### src/hdl/anbs_pkg.sv
`default_nettype none
// ----------------------------------------------------------------------------
// anbs_pkg
// Types and constants shared by the Annex B NAL unit splitter modules.
// ----------------------------------------------------------------------------
package anbs_pkg;

    localparam int unsigned BYTE_W     = 8;
    localparam int unsigned TYPE_W     = 5;
    localparam int unsigned WIN_DEPTH  = 4;   // bytes held back
    localparam int unsigned BUNDLE_MAX = 5;   // most bytes released by one input byte
    localparam int unsigned CNT_W      = 3;   // holds 0 .. BUNDLE_MAX
    localparam int unsigned QDEPTH     = 4;   // bundle queue entries
    localparam int unsigned QPTR_W     = 2;
    localparam int unsigned QCNT_W     = 3;

    localparam logic [TYPE_W-1:0] TYPE_MASK         = 5'h1F;
    localparam logic [TYPE_W-1:0] DEFAULT_DROP_TYPE = 5'h09;

    // Configuration register indexes.
    localparam logic [1:0] CFG_DROP_ENABLE = 2'd0;
    localparam logic [1:0] CFG_DROP_TYPE   = 2'd1;

    // All the bytes that one input byte releases, as a prefix of the window.
    typedef struct packed {
        logic [BUNDLE_MAX-1:0][BYTE_W-1:0] bytes;
        logic [CNT_W-1:0]                  count;
        logic [TYPE_W-1:0]                 utype;
        logic                              first;  // bytes[0] is a unit header
        logic                              last;   // final byte closes the unit
    } bundle_t;

    // Queue handshake as seen from the producer or the consumer side.
    typedef struct packed {
        logic push;
        logic full;
        logic pop;
        logic empty;
    } queue_ctl_t;

endpackage
`default_nettype wire

### src/hdl/anbs_front.sv
`default_nettype none
// ----------------------------------------------------------------------------
// anbs_front
// Holdback window, start code detection and unit classification. Each
// accepted byte produces at most one bundle of released bytes.
// ----------------------------------------------------------------------------
module anbs_front
(
    input  wire logic                          clk,
    input  wire logic                          rst_n,
    input  wire logic                          cfg_valid,
    input  wire logic [1:0]                    cfg_index,
    input  wire logic [anbs_pkg::TYPE_W-1:0]   cfg_data,
    input  wire logic                          in_valid,
    output logic                               in_ready,
    input  wire logic [anbs_pkg::BYTE_W-1:0]   in_byte,
    input  wire logic                          in_eos,
    input  wire logic                          q_full,
    output logic                               q_push,
    output anbs_pkg::bundle_t                  q_data
);

    logic [anbs_pkg::BYTE_W-1:0] hold_reg [anbs_pkg::WIN_DEPTH];
    logic [anbs_pkg::CNT_W-1:0]  count_reg, count_next;
    logic                        inside_reg, inside_next;
    logic                        exph_reg, exph_next;
    logic                        drop_reg, drop_next;
    logic [anbs_pkg::TYPE_W-1:0] ctype_reg, ctype_next;
    logic                        hp_reg, hp_next;
    logic                        den_reg;
    logic [anbs_pkg::TYPE_W-1:0] dtype_reg;

    logic [anbs_pkg::BYTE_W-1:0] win [anbs_pkg::BUNDLE_MAX];
    logic                        accept;
    logic                        sc;
    logic                        len4;
    logic [anbs_pkg::CNT_W-1:0]  n_cnt;
    logic [anbs_pkg::CNT_W-1:0]  pre;
    logic [anbs_pkg::CNT_W-1:0]  m_cnt;
    logic                        b_zero, b_one;
    logic [anbs_pkg::TYPE_W-1:0] type_now;
    logic                        drop_now;

    assign in_ready = !q_full;
    assign accept   = in_valid && in_ready;
    assign b_zero   = (in_byte == '0);
    assign b_one    = (in_byte == anbs_pkg::BYTE_W'(1));
    assign n_cnt    = anbs_pkg::CNT_W'(count_reg + 1'b1);

    // Type and drop decision of the unit that the released bytes belong to.
    assign type_now = exph_reg ? (in_byte[anbs_pkg::TYPE_W-1:0] & anbs_pkg::TYPE_MASK)
                               : ctype_reg;
    assign drop_now = exph_reg ? (den_reg && (type_now == dtype_reg)) : drop_reg;

    // Window as the model sees it: held bytes followed by the new byte.
    always_comb
    begin
        for (int i = 0; i < anbs_pkg::WIN_DEPTH; i++)
        begin
            win[i] = (anbs_pkg::CNT_W'(i) < count_reg) ? hold_reg[i] : in_byte;
        end
        win[anbs_pkg::WIN_DEPTH] = in_byte;
    end

    // Start code at the end of the window, fixed compares per fill level.
    always_comb
    begin
        sc   = 1'b0;
        len4 = 1'b0;
        case (count_reg)
            3'd2:
            begin
                sc = (hold_reg[0] == '0) && (hold_reg[1] == '0) && b_one;
            end
            3'd3:
            begin
                sc   = (hold_reg[1] == '0) && (hold_reg[2] == '0) && b_one;
                len4 = (hold_reg[0] == '0);
            end
            3'd4:
            begin
                sc   = (hold_reg[2] == '0) && (hold_reg[3] == '0) && b_one;
                len4 = (hold_reg[1] == '0);
            end
            default:
            begin
                sc   = 1'b0;
                len4 = 1'b0;
            end
        endcase
    end

    assign pre = n_cnt - (len4 ? 3'd4 : 3'd3);

    // Released bytes are always a prefix of the window.
    always_comb
    begin
        if (sc)
            m_cnt = pre;
        else if (in_eos)
            m_cnt = n_cnt;
        else if (count_reg == anbs_pkg::CNT_W'(anbs_pkg::WIN_DEPTH))
            m_cnt = 3'd1;
        else
            m_cnt = '0;
    end

    always_comb
    begin
        if (exph_reg)
        begin
            ctype_next = in_byte[anbs_pkg::TYPE_W-1:0] & anbs_pkg::TYPE_MASK;
            drop_next  = den_reg && (ctype_next == dtype_reg);
        end
        else
        begin
            ctype_next = ctype_reg;
            drop_next  = drop_reg;
        end
        exph_next   = 1'b0;
        inside_next = inside_reg;
        hp_next     = (m_cnt != '0) ? 1'b0 : hp_reg;
        count_next  = n_cnt;
        if (in_eos)
        begin
            count_next  = '0;
            inside_next = 1'b0;
            exph_next   = 1'b0;
            drop_next   = 1'b0;
            ctype_next  = '0;
            hp_next     = 1'b0;
        end
        else if (sc)
        begin
            count_next  = '0;
            inside_next = 1'b1;
            exph_next   = 1'b1;
            hp_next     = 1'b1;
            drop_next   = 1'b0;
        end
        else if (count_reg == anbs_pkg::CNT_W'(anbs_pkg::WIN_DEPTH))
        begin
            count_next = anbs_pkg::CNT_W'(anbs_pkg::WIN_DEPTH);
        end
    end

    always_comb
    begin
        for (int i = 0; i < anbs_pkg::BUNDLE_MAX; i++)
        begin
            q_data.bytes[i] = win[i];
        end
        q_data.count = m_cnt;
        q_data.utype = exph_reg ? (in_byte[anbs_pkg::TYPE_W-1:0] & anbs_pkg::TYPE_MASK)
                                : ctype_reg;
        q_data.first = hp_reg;
        q_data.last  = sc || in_eos;
    end

    // Bytes of a dropped unit, or bytes before the first start code, vanish here.
    assign q_push = accept && inside_reg && !drop_now && (m_cnt != '0);

    always_ff @(posedge clk or negedge rst_n)
    begin
        if (!rst_n)
        begin
            count_reg  <= '0;
            inside_reg <= 1'b0;
            exph_reg   <= 1'b0;
            drop_reg   <= 1'b0;
            ctype_reg  <= '0;
            hp_reg     <= 1'b0;
            den_reg    <= 1'b1;
            dtype_reg  <= anbs_pkg::DEFAULT_DROP_TYPE;
        end
        else
        begin
            if (accept)
            begin
                count_reg  <= count_next;
                inside_reg <= inside_next;
                exph_reg   <= exph_next;
                drop_reg   <= drop_next;
                ctype_reg  <= ctype_next;
                hp_reg     <= hp_next;
            end
            if (cfg_valid)
            begin
                case (cfg_index)
                    anbs_pkg::CFG_DROP_ENABLE: den_reg   <= cfg_data[0];
                    anbs_pkg::CFG_DROP_TYPE:   dtype_reg <= cfg_data;
                    default:                   den_reg   <= den_reg;
                endcase
            end
        end
    end

    // Window contents; a full window shifts out its oldest byte.
    always_ff @(posedge clk)
    begin
        if (accept && !sc && !in_eos)
        begin
            if (count_reg == anbs_pkg::CNT_W'(anbs_pkg::WIN_DEPTH))
            begin
                for (int i = 0; i < anbs_pkg::WIN_DEPTH; i++)
                begin
                    hold_reg[i] <= win[i+1];
                end
            end
            else
            begin
                hold_reg[count_reg[1:0]] <= in_byte;
            end
        end
    end

endmodule
`default_nettype wire

### src/hdl/anbs_queue.sv
`default_nettype none
// ----------------------------------------------------------------------------
// anbs_queue
// Short queue of bundles between the classifying front and the output back.
// ----------------------------------------------------------------------------
module anbs_queue
(
    input  wire logic          clk,
    input  wire logic          rst_n,
    input  wire logic          push,
    input  wire anbs_pkg::bundle_t push_data,
    input  wire logic          pop,
    output anbs_pkg::queue_ctl_t status,
    output anbs_pkg::bundle_t  head
);

    anbs_pkg::bundle_t              mem [anbs_pkg::QDEPTH];
    logic [anbs_pkg::QPTR_W-1:0]    wr_ptr_reg, wr_ptr_next;
    logic [anbs_pkg::QPTR_W-1:0]    rd_ptr_reg, rd_ptr_next;
    logic [anbs_pkg::QCNT_W-1:0]    cnt_reg, cnt_next;
    logic                           do_push, do_pop;

    assign status.full  = (cnt_reg == anbs_pkg::QCNT_W'(anbs_pkg::QDEPTH));
    assign status.empty = (cnt_reg == '0);
    assign status.push  = do_push;
    assign status.pop   = do_pop;
    assign do_push      = push && !status.full;
    assign do_pop       = pop && !status.empty;
    assign head         = mem[rd_ptr_reg];

    always_comb
    begin
        wr_ptr_next = do_push ? wr_ptr_reg + 1'b1 : wr_ptr_reg;
        rd_ptr_next = do_pop ? rd_ptr_reg + 1'b1 : rd_ptr_reg;
        cnt_next    = cnt_reg;
        if (do_push && !do_pop)
            cnt_next = cnt_reg + 1'b1;
        else if (do_pop && !do_push)
            cnt_next = cnt_reg - 1'b1;
    end

    always_ff @(posedge clk or negedge rst_n)
    begin
        if (!rst_n)
        begin
            wr_ptr_reg <= '0;
            rd_ptr_reg <= '0;
            cnt_reg    <= '0;
        end
        else
        begin
            wr_ptr_reg <= wr_ptr_next;
            rd_ptr_reg <= rd_ptr_next;
            cnt_reg    <= cnt_next;
        end
    end

    always_ff @(posedge clk)
    begin
        if (do_push)
            mem[wr_ptr_reg] <= push_data;
    end

endmodule
`default_nettype wire

### src/hdl/anbs_back.sv
`default_nettype none
// ----------------------------------------------------------------------------
// anbs_back
// Walks the head bundle one byte per cycle into the output register if ready.
// ----------------------------------------------------------------------------
module anbs_back
(
    input  wire logic                          clk,
    input  wire logic                          rst_n,
    input  wire anbs_pkg::bundle_t             head,
    input  wire logic                          q_empty,
    output logic                               q_pop,
    output logic                               out_valid,
    input  wire logic                          out_ready,
    output logic [anbs_pkg::BYTE_W-1:0]        out_byte,
    output logic [anbs_pkg::TYPE_W-1:0]        out_type,
    output logic                               out_first,
    output logic                               out_last
);

    logic [anbs_pkg::CNT_W-1:0]  idx_reg, idx_next;
    logic                        valid_reg, valid_next;
    logic [anbs_pkg::BYTE_W-1:0] byte_reg;
    logic [anbs_pkg::TYPE_W-1:0] type_reg;
    logic                        first_reg;
    logic                        last_reg;
    logic                        load;
    logic                        at_end;

    assign load   = !q_empty && (!valid_reg || out_ready);
    assign at_end = (idx_reg == anbs_pkg::CNT_W'(head.count - 1'b1));
    assign q_pop  = load && at_end;

    always_comb
    begin
        idx_next   = idx_reg;
        valid_next = valid_reg;
        if (load)
        begin
            idx_next   = at_end ? '0 : idx_reg + 1'b1;
            valid_next = 1'b1;
        end
        else if (out_ready)
        begin
            valid_next = 1'b0;
        end
    end

    always_ff @(posedge clk or negedge rst_n)
    begin
        if (!rst_n)
        begin
            idx_reg   <= '0;
            valid_reg <= 1'b0;
        end
        else
        begin
            idx_reg   <= idx_next;
            valid_reg <= valid_next;
        end
    end

    always_ff @(posedge clk)
    begin
        if (load)
        begin
            byte_reg  <= head.bytes[idx_reg];
            type_reg  <= head.utype;
            first_reg <= head.first && (idx_reg == '0);
            last_reg  <= head.last && at_end;
        end
    end

    assign out_valid = valid_reg;
    assign out_byte  = byte_reg;
    assign out_type  = type_reg;
    assign out_first = first_reg;
    assign out_last  = last_reg;

endmodule
`default_nettype wire

### src/hdl/annexb_nal_unit_splitter.sv
`default_nettype none
// ----------------------------------------------------------------------------
// annexb_nal_unit_splitter
// Splits an H.264 Annex B byte stream into NAL unit bytes, start codes removed.
// ----------------------------------------------------------------------------
//  channel   direction  word                                   end mark
//  s_axis    in         tdata = stream byte                    tlast = end of stream
//  m_axis    out        tdata = NAL byte, tuser = type, first  tlast = last of unit
//  cfg       in         cfg_index selects register, cfg_data   none
//
// One stream byte is taken per cycle. A byte releases up to five output words
// (a flush at end of stream); the back end sends one word per cycle while the
// output is ready, and the input waits only while the four-bundle queue is full.
// Words pass the bundle queue, then the output register. Reset clears all stream
// state and loads drop_enable = 1, drop_type = 9. The cfg channel is always ready.
// ----------------------------------------------------------------------------
module annexb_nal_unit_splitter
(
    input  wire logic        clk,
    input  wire logic        rst_n,
    input  wire logic        s_axis_tvalid,
    output logic             s_axis_tready,
    input  wire logic [7:0]  s_axis_tdata,   // [7:0] stream_byte
    input  wire logic        s_axis_tlast,
    output logic             m_axis_tvalid,
    input  wire logic        m_axis_tready,
    output logic [7:0]       m_axis_tdata,   // [7:0] nal_byte
    output logic [5:0]       m_axis_tuser,   // [4:0] unit_type, [5] first_of_unit
    output logic             m_axis_tlast,
    input  wire logic        cfg_valid,
    output logic             cfg_ready,
    input  wire logic [1:0]  cfg_index,
    input  wire logic [4:0]  cfg_data
);

    anbs_pkg::bundle_t    push_data;
    anbs_pkg::bundle_t    head;
    anbs_pkg::queue_ctl_t q_status;
    logic                 push;
    logic                 pop;
    logic [4:0]           out_type;
    logic                 out_first;

    assign cfg_ready = 1'b1;

    anbs_front u_front
    (
        .clk       (clk),
        .rst_n     (rst_n),
        .cfg_valid (cfg_valid),
        .cfg_index (cfg_index),
        .cfg_data  (cfg_data),
        .in_valid  (s_axis_tvalid),
        .in_ready  (s_axis_tready),
        .in_byte   (s_axis_tdata),
        .in_eos    (s_axis_tlast),
        .q_full    (q_status.full),
        .q_push    (push),
        .q_data    (push_data)
    );

    anbs_queue u_queue
    (
        .clk       (clk),
        .rst_n     (rst_n),
        .push      (push),
        .push_data (push_data),
        .pop       (pop),
        .status    (q_status),
        .head      (head)
    );

    anbs_back u_back
    (
        .clk       (clk),
        .rst_n     (rst_n),
        .head      (head),
        .q_empty   (q_status.empty),
        .q_pop     (pop),
        .out_valid (m_axis_tvalid),
        .out_ready (m_axis_tready),
        .out_byte  (m_axis_tdata),
        .out_type  (out_type),
        .out_first (out_first),
        .out_last  (m_axis_tlast)
    );

    assign m_axis_tuser = {out_first, out_type};

endmodule
`default_nettype wire

### config.mk
export PLATFORM = sky130hd
export DESIGN_NAME = annexb_nal_unit_splitter
export DESIGN_NICKNAME = d
export VERILOG_FILES = /design/src/hdl/anbs_pkg.sv /design/src/hdl/anbs_front.sv /design/src/hdl/anbs_queue.sv /design/src/hdl/anbs_back.sv /design/src/hdl/annexb_nal_unit_splitter.sv
export SDC_FILE = /design/constraint.sdc
export NUM_CORES = 1
export LEC_CHECK = 0
export BUFFER_PORTS_ARGS = -buffer_cell sky130_fd_sc_hd__buf_2
export CELL_PAD_IN_SITES_DETAIL_PLACEMENT = 1
export CELL_PAD_IN_SITES_GLOBAL_PLACEMENT = 1
export CORE_ASPECT_RATIO = 1.5
export CORE_MARGIN = 10
export CORE_UTILIZATION = 40
export CTS_CLUSTER_DIAMETER = 100
export DETAILED_ROUTE_END_ITERATION = 8
export PLACE_DENSITY = 0.68
export SETUP_SLACK_MARGIN = 0.1
export SLEW_MARGIN = 20
export SYNTH_ARGS = -nofsm -noshare
export SYNTH_HDL_FRONTEND = slang
export SYNTH_SLANG_ARGS = --single-unit
### constraint.sdc
create_clock -name clk -period 5.5 [get_ports clk]
set_input_delay 0.275 -clock clk [delete_from_list [all_inputs] [get_ports clk]]
set_output_delay 0.275 -clock clk [all_outputs]
set_load 0.03 [all_outputs]
======== Word level (Yosys, flattened, before mapping) ========
Memory sizes are Yosys's and may differ from the RTL's.
Index checks and enable logic that the tools add are counted.
operators by class
  equal/unequal tests ..................... 9
  reduce and logical (&&, ||, !) cells .... 51
  order comparisons ....................... 5
  multiplexer cells ....................... 44
  add/sub/neg operators ................... 8
operators with widths
  cell                   number
  $mux W8                6
  $logic_not A8 Y1       4
  $mux W3                9
  $bmux W8 S3            1
  $mux W1                23
  $logic_and A1 B1 Y1    22
  $eq A5 B5 Y1           2
  $mux W5                2
  $reduce_and A2 Y1      5
  $add A3 B1 Y3 const B  3
  $reduce_bool A3 Y1     3
  $eq A8 B1 Y1 const B   1
  $logic_not A1 Y1       8
  $reduce_or A8 Y1       1
  $eq A3 B2 Y1 const B   2
  $eq A3 B3 Y1 const B   2
  $logic_not A3 Y1       2
  $lt A1 B3 Y1 const A   2
  $lt A2 B3 Y1 const A   2
  $reduce_bool A2 Y1     3
  $sub A3 B1 Y3 const B  2
  $add A2 B1 Y2 const B  2
  $lt A3 B4 Y1 const B   1
  $eq A3 B3 Y1           1
  7 further kinds        8
storage, ports and cells
  output and inout port bits .............. 18
  bits of input ports ..................... 21
  bits in registers ....................... 44
  logic and storage cells ................. 136
  memories kept ........................... 2
  memory bits (writable) .................. 232
memory list
  name              words  bits a word  rd ports  clocked after Yosys merged registers in  write ports  RTL line          source
  u_queue.mem       4      50           1         0                                        1            anbs_queue.sv:17  anbs_pkg::bundle_t mem [anbs_pkg::QDEPTH];
  u_front.hold_reg  4      8            4         0                                        4            anbs_front.sv:23  logic [anbs_pkg::BYTE_W-1:0] hold_reg [anbs_pkg::WIN_DEPTH];

======== Logic depth before layout (Yosys ltp) ========
An unclocked memory read counts as a cell.
  word-level depth ........................ 13
  depth in mapped cells ................... 18
  gate-level depth less buffers ........... 16

======== Hierarchy ========
Synthesis repeated with hierarchy kept, for this count alone.
unflattened totals
  cell total of the unflattened synthesis .. 658
  area total of the unflattened synthesis .. 11942.7 um^2
modules (own cells, without submodules)
  module                    area each (um^2)  cells each  instances  sequential area each (um^2)
  anbs_queue                7723.7            301         1          6180.9
  anbs_front                3128.0            261         1          1415.1
  anbs_back                 1072.3            93          1          550.5
  annexb_nal_unit_splitter  18.8              3           1          0.0

======== Least setup slack after synthesis ========
No wires, ideal clock.
  path kind ............................... reg-to-reg
  start ................................... reg u_front.count_reg[0] (netlist name)
  end ..................................... mem u_queue.mem[0][0] (netlist name) (enable)
  slack ................................... 1263 ps
  cell stages (with the launch flop) ...... 11
  period minus slack after synthesis ...... 4237 ps
  arrival time ............................ 3825 ps
  library setup time ...................... 413 ps
  buffers on the path ..................... 3
  required time ........................... 5087 ps
  path through ............................ dfrtp_1 -> clkbuf_1 -> inv_1 -> ha_1 -> and2_1 -> buf_2 -> or4b_1 -> a221o_1 -> buf_6 -> a211oi_4 -> and2_1
between the ends
  cells in the longest elaborated chain, start to end .. 10
  elaborated cells on any way between the ends .. 16
  classes of those cells .................. 2 x add/sub; 3 x eq/ne; 8 x mux; 3 x reduce/logical
ends and longest elaborated chain
  what                                                 RTL line                             source
  from (decl)                                          anbs_front.sv:24                     logic [anbs_pkg::CNT_W-1:0] count_reg, count_next;
  from (signal assigned)                               anbs_front.sv:180                    count_reg <= count_next;
  $eq A3 B3 Y1 / $eq A3 B2 Y1 (equally long branches)  anbs_front.sv:70, anbs_front.sv:102
  $pmux W1 S2                                          anbs_front.sv:70                     case (count_reg)
  $mux W3                                              anbs_front.sv:93                     assign pre = n_cnt - (len4 ? 3'd4 : 3'd3);
  $sub A3 B3 Y3                                        anbs_front.sv:93
  $mux W3 (*)                                          anbs_front.sv:98                     if (sc)
  $reduce_bool A3 Y1 (*)                               anbs_front.sv:161                    assign q_push = accept && inside_reg && !drop_now && (m_cnt != '0);
  $logic_and A1 B1 Y1 (*)                              anbs_front.sv:161
  $logic_and A1 B1 Y1 (*)                              anbs_queue.sv:27                     assign do_push = push && !status.full;
  via u_queue.do_push                                  anbs_queue.sv:21                     logic do_push, do_pop;
  $mux W1 (*)                                          anbs_queue.sv:60                     if (do_push)
  $mux W1 (implied by the code) (*)                    anbs_queue.sv:61                     mem[wr_ptr_reg] <= push_data;
  to (decl)                                            anbs_queue.sv:17
Mark *: on every way through the listed nets, which the timed path passes. The rest lies on a longest branch.

======== Worst setup path after layout ========
  start ................................... reg u_front.count_reg[0] (netlist name)
  end ..................................... mem u_queue.mem[1][35] (netlist name) (enable)
Same word-level chain as after synthesis.

==> reports/summary.log <==
[placed_design] count of input and output buffers 37
[pwr] peak supply drop 313 µV
[worst_setup_path] worst-case reg-to-reg path depth 8
[global_route] residual overflow from global routing 0
[clock_network] insertion delay of the later-clocked pin in the worst-skew pair 530 ps
[timing] final setup fails 0
[synthesis] simple-gate share of the synthesized area 4.32%
[synthesis] EDFF count, synth 247
[floorplanning] Core Region 28700 µm²
[timing] maximum clock frequency 0.238 GHz
[final_layout] diode count 0
[drt] Starting DRT DRC Count 388
[placed_design] RD Place Congestion 0.795
[worst_setup_path] biggest fanout along the worst timing path 39
[synthesis] fraction of the mapped netlist area in compound gates 3.58%
[global_route] maximum number of pins on one net before global-route repair 48
[synthesis] largest cells by area after synthesis edfxtp_1 (64%), mux4_2 (9.5%), mux2_2 (6.3%)
[synthesis] commonest cells in the netlist edfxtp_1 (247), mux2_2 (65), mux4_2 (49), nand2_1 (37), dfrtp_1 (26)
[drt] detailed-routing iteration count for the pre-antenna-repair pass 4
[timing] final-layout setup total negative slack 0 ps
[timing] fin. max-slew vios 0
[final_layout] number of flip-flops under the largest register name 200
[run_status] run status finished clean
[worst_setup_path] element type at the critical path start flop
[hold_path] path type of the worst min-delay path primary input to flop
[floorplanning] chip height 229 µm
[worst_setup_path] Register-to-Register Setup Slack 1300 ps
[synthesis] adder-cell share of the synthesized area 1.57%
[synthesis] most common cell in the netlist edfxtp_1
[floorplanning] initial core utilization 40.5%
[drt] aggregate routed wire length 26600 µm
[synthesis] instance count of the mapped netlist 651
[worst_setup_path] ordered list of cells on the worst path inv_1 > ha_1 > and2_1 > or4b_1 > a221o_1 > a211oi_4 > and2_2 > buf_4
[clock_network] clock-pin slew of the registers on the worst-case setup and hold paths 60 ps
[worst_setup_path] WS Path Type flop to flop
[hold_path] depth of the worst hold-timing path 1
[worst_setup_path] Critical Path RT 5660 ps
[synthesis] dominant combinational cell family by area after synthesis multiplexers
[synthesis] proportion of synthesized area in mux cells 17.2%
[drt] Via density 5.33
[flow_run] number of violations of the max-capacitance limit 0
[placed_design] detailed placer's ending HPWL 18000 µm
[floorplanning] IO Count 39
[global_route] global-route usage over all layers 14.4%
[timing] relative max-transition margin 41.7%
[synthesis] Post-Synthesis Net Count 686
[synthesis] synthesized cell area 11600 µm²
[synthesis] average footprint of a synthesized cell 17.8 µm²
[clock_network] post-CTS setup-driven buffer insertion count 0
[global_route] vias in the first global route 6722
[clock_network] Max clock buf depth 3
[worst_setup_path] capture point of the worst reg-to-reg path u_queue.mem[1][35]
[synthesis] part of the Yosys area used for sequential elements 70.1%
[drt] DRC violation count after routing 0
[timing] count of endpoints failing hold in the final timing report 0
[clock_network] total clock sinks 276
[worst_setup_path] critical register-to-register path startpoint u_front.count_reg[0]
[pwr] Cell Pwr Density 349 nW/µm²
[synthesis] post-synth top area share 63.8%
[floorplanning] Die X-Extent 159 µm
[synthesis] synth unique cells 51
[drt] via count 5919
[final_layout] Core Util, Final 46.0%
[global_route] number of antenna violations at the first check in global routing 0
[synthesis] Top FF cell, synth edfxtp_1
[timing] min Tclk post-route 4200 ps
[clock_network] CTS tree yes
[synthesis] area leader, netlist edfxtp_1
[clock_network] cts bufs inserted 26
[final_layout] signed area change from the synthesized netlist to the final layout 13.7%
[synthesis] synth warn 0
[clock_network] CTS HTree Levels 1
[floorplanning] die area 36400 µm²
[hold_path] Hold Crit Start s_axis_tdata[6]
[worst_setup_path] Worst setup EP type flop
[final_layout] share of post-route cells with drive strength above 1 30.3%
[final_layout] Post-layout nets 735
[global_route] global-route wire length before repair 41000 µm
[timing] final worst-path cycle share 76.4%
[hold_path] Hold Path Sink u_queue.mem[1][48]
[synthesis] Yosys reg bits 276
[pwr] Lkg Pwr 4.29 nW
[timing] Clock Skew 12.8 ps
[floorplanning] standard-cell row count 76
[timing] slew at the pin with the worst max-slew slack 874 ps
[worst_setup_path] CP max stage cell buf_4
[timing] unrepaired setup endpoints after global routing no
[worst_setup_path] arrival time at the worst endpoint 4360 ps
[synthesis] share of synthesized flip-flops with an asynchronous set or reset 10.5%
[drt] drt wl/cell 23.9 µm
[clock_network] Root Buffer Master clkbuf_16
[drt] post-route ant nets 0
[worst_setup_path] delay of the slowest critical-path stage 590 ps
[synthesis] xor and xnor area share after synthesis 1.36%
-- where the power goes --
part	total [mW]	leakage (nW)	internal (mW)	switching, mW
sequential	2.39	2.53	2.37	0.0271
combinational	0.385	1.33	0.149	0.236
clock	1.82	0.427	1.07	0.753
-- logic make-up after synthesis --
group                    count (synthesis)
adder cells (fa/ha/maj)                 14
AO/OA/AOI/OAI                           63
other                                    1
AND/OR/NAND/NOR                         97
flip-flops                             276
multiplexers                           130
XOR/XNOR                                18
buffers and inverters                   52
-- repair_timing --
action / in CTS / in global routing
gates resized for setup: 0 / 0
hold endpoints to repair: 33 / 0
hold buffers: 7 / 0
-- critical path, delay by kind of cell, from the launching register on --
family	cells	cell delay, ps
and+or+nand+nor	3	1260
buffers and inverters	2	760
AOI/OAI and AO/OA	2	980
DFF	1	550
adders and majority gates	1	260
-- layout make-up --
class	count	area [µm²]
clock buffer	35	726
clock inverter	13	149
fill	2770	15500
inverter	19	71.3
multi-input combinational	323	3270
sequential	276	8150
tap	390	488
timing repair buffer	54	355
-- how the worst max path moves through the flow --
| stage | startpoint | depth (start not counted) | end | slack (ps) |
|---|---|---|---|---|
| 2_1_floorplan | u_front.count_reg[0] | 10 | u_queue.mem[0][0] | 1260 |
| 3_3_place_gp | u_front.count_reg[0] | 8 | u_queue.mem[1][35] | 1540 |
| 3_5_place_dp | u_front.count_reg[0] | 8 | u_queue.mem[1][48] | 1290 |
| 4_1_cts | u_front.count_reg[0] | 8 | u_queue.mem[1][35] | 1270 |
| 5_1_grt | u_front.count_reg[0] | 12 | u_queue.cnt_reg[2] | 1000 |
| 6_report | u_front.count_reg[0] | 8 | u_queue.mem[1][35] | 1300 |
-- metrics by stage --
step | hold slack, ps | total power [mW] | cell area [µm²] | std cells | setup slack, ps
CTS | 98.3 | 4.66 | 13200 | 1110 | 1270
detailed placement | 377 | 2.82 | 12300 | 1055 | 1290
finish | 139 | 4.60 | 13200 | 1110 | 1300
global placement | 368 | 2.80 | 12300 | 1055 | 1540
global route | 129 | 4.77 | 13200 | 1110 | 996
floorplan | -20.6 | 2.69 | 11600 | 651 | 1260
-- cell usage in the layout, fill, tap and decap left out, drive strengths merged, types with 2 or more instances in the layout --
cell and count:
mux4 49, a211oi 3, and2 7, nor4 6
nand3b 3, dfstp 3, dlygate4sd3 7, nand2 37
xor2 3, o22ai 2, a21oi 18, edfxtp 247
mux2 66, dfrtp 26, clkbuf 35, or3 3
mux2i 15, o31ai 5, nor3 6, o32ai 2
clkinv 8, xnor2 15, nand4 2, inv 20
bufinv 3, or4 4, ha 13, o21ai 19
buf 47, nand3 4, a211o 9, nor2 14
nor2b 2, nand2b 5
-- per-layer routing --
layer | GRT usage [%] | wire length [µm] | share of wire (%) | vias up
met4 | 5.26 | 739 | 2.8 | 0
met2 | 27.7 | 14900 | 56 | 99
li1 | - | - | - | 2663
met1 | 15.6 | 10100 | 38 | 3125
met3 | 1.98 | 824 | 3.1 | 32
met5 | 0 | 0 | 0 | -
(Power assumes the default switching activity.)
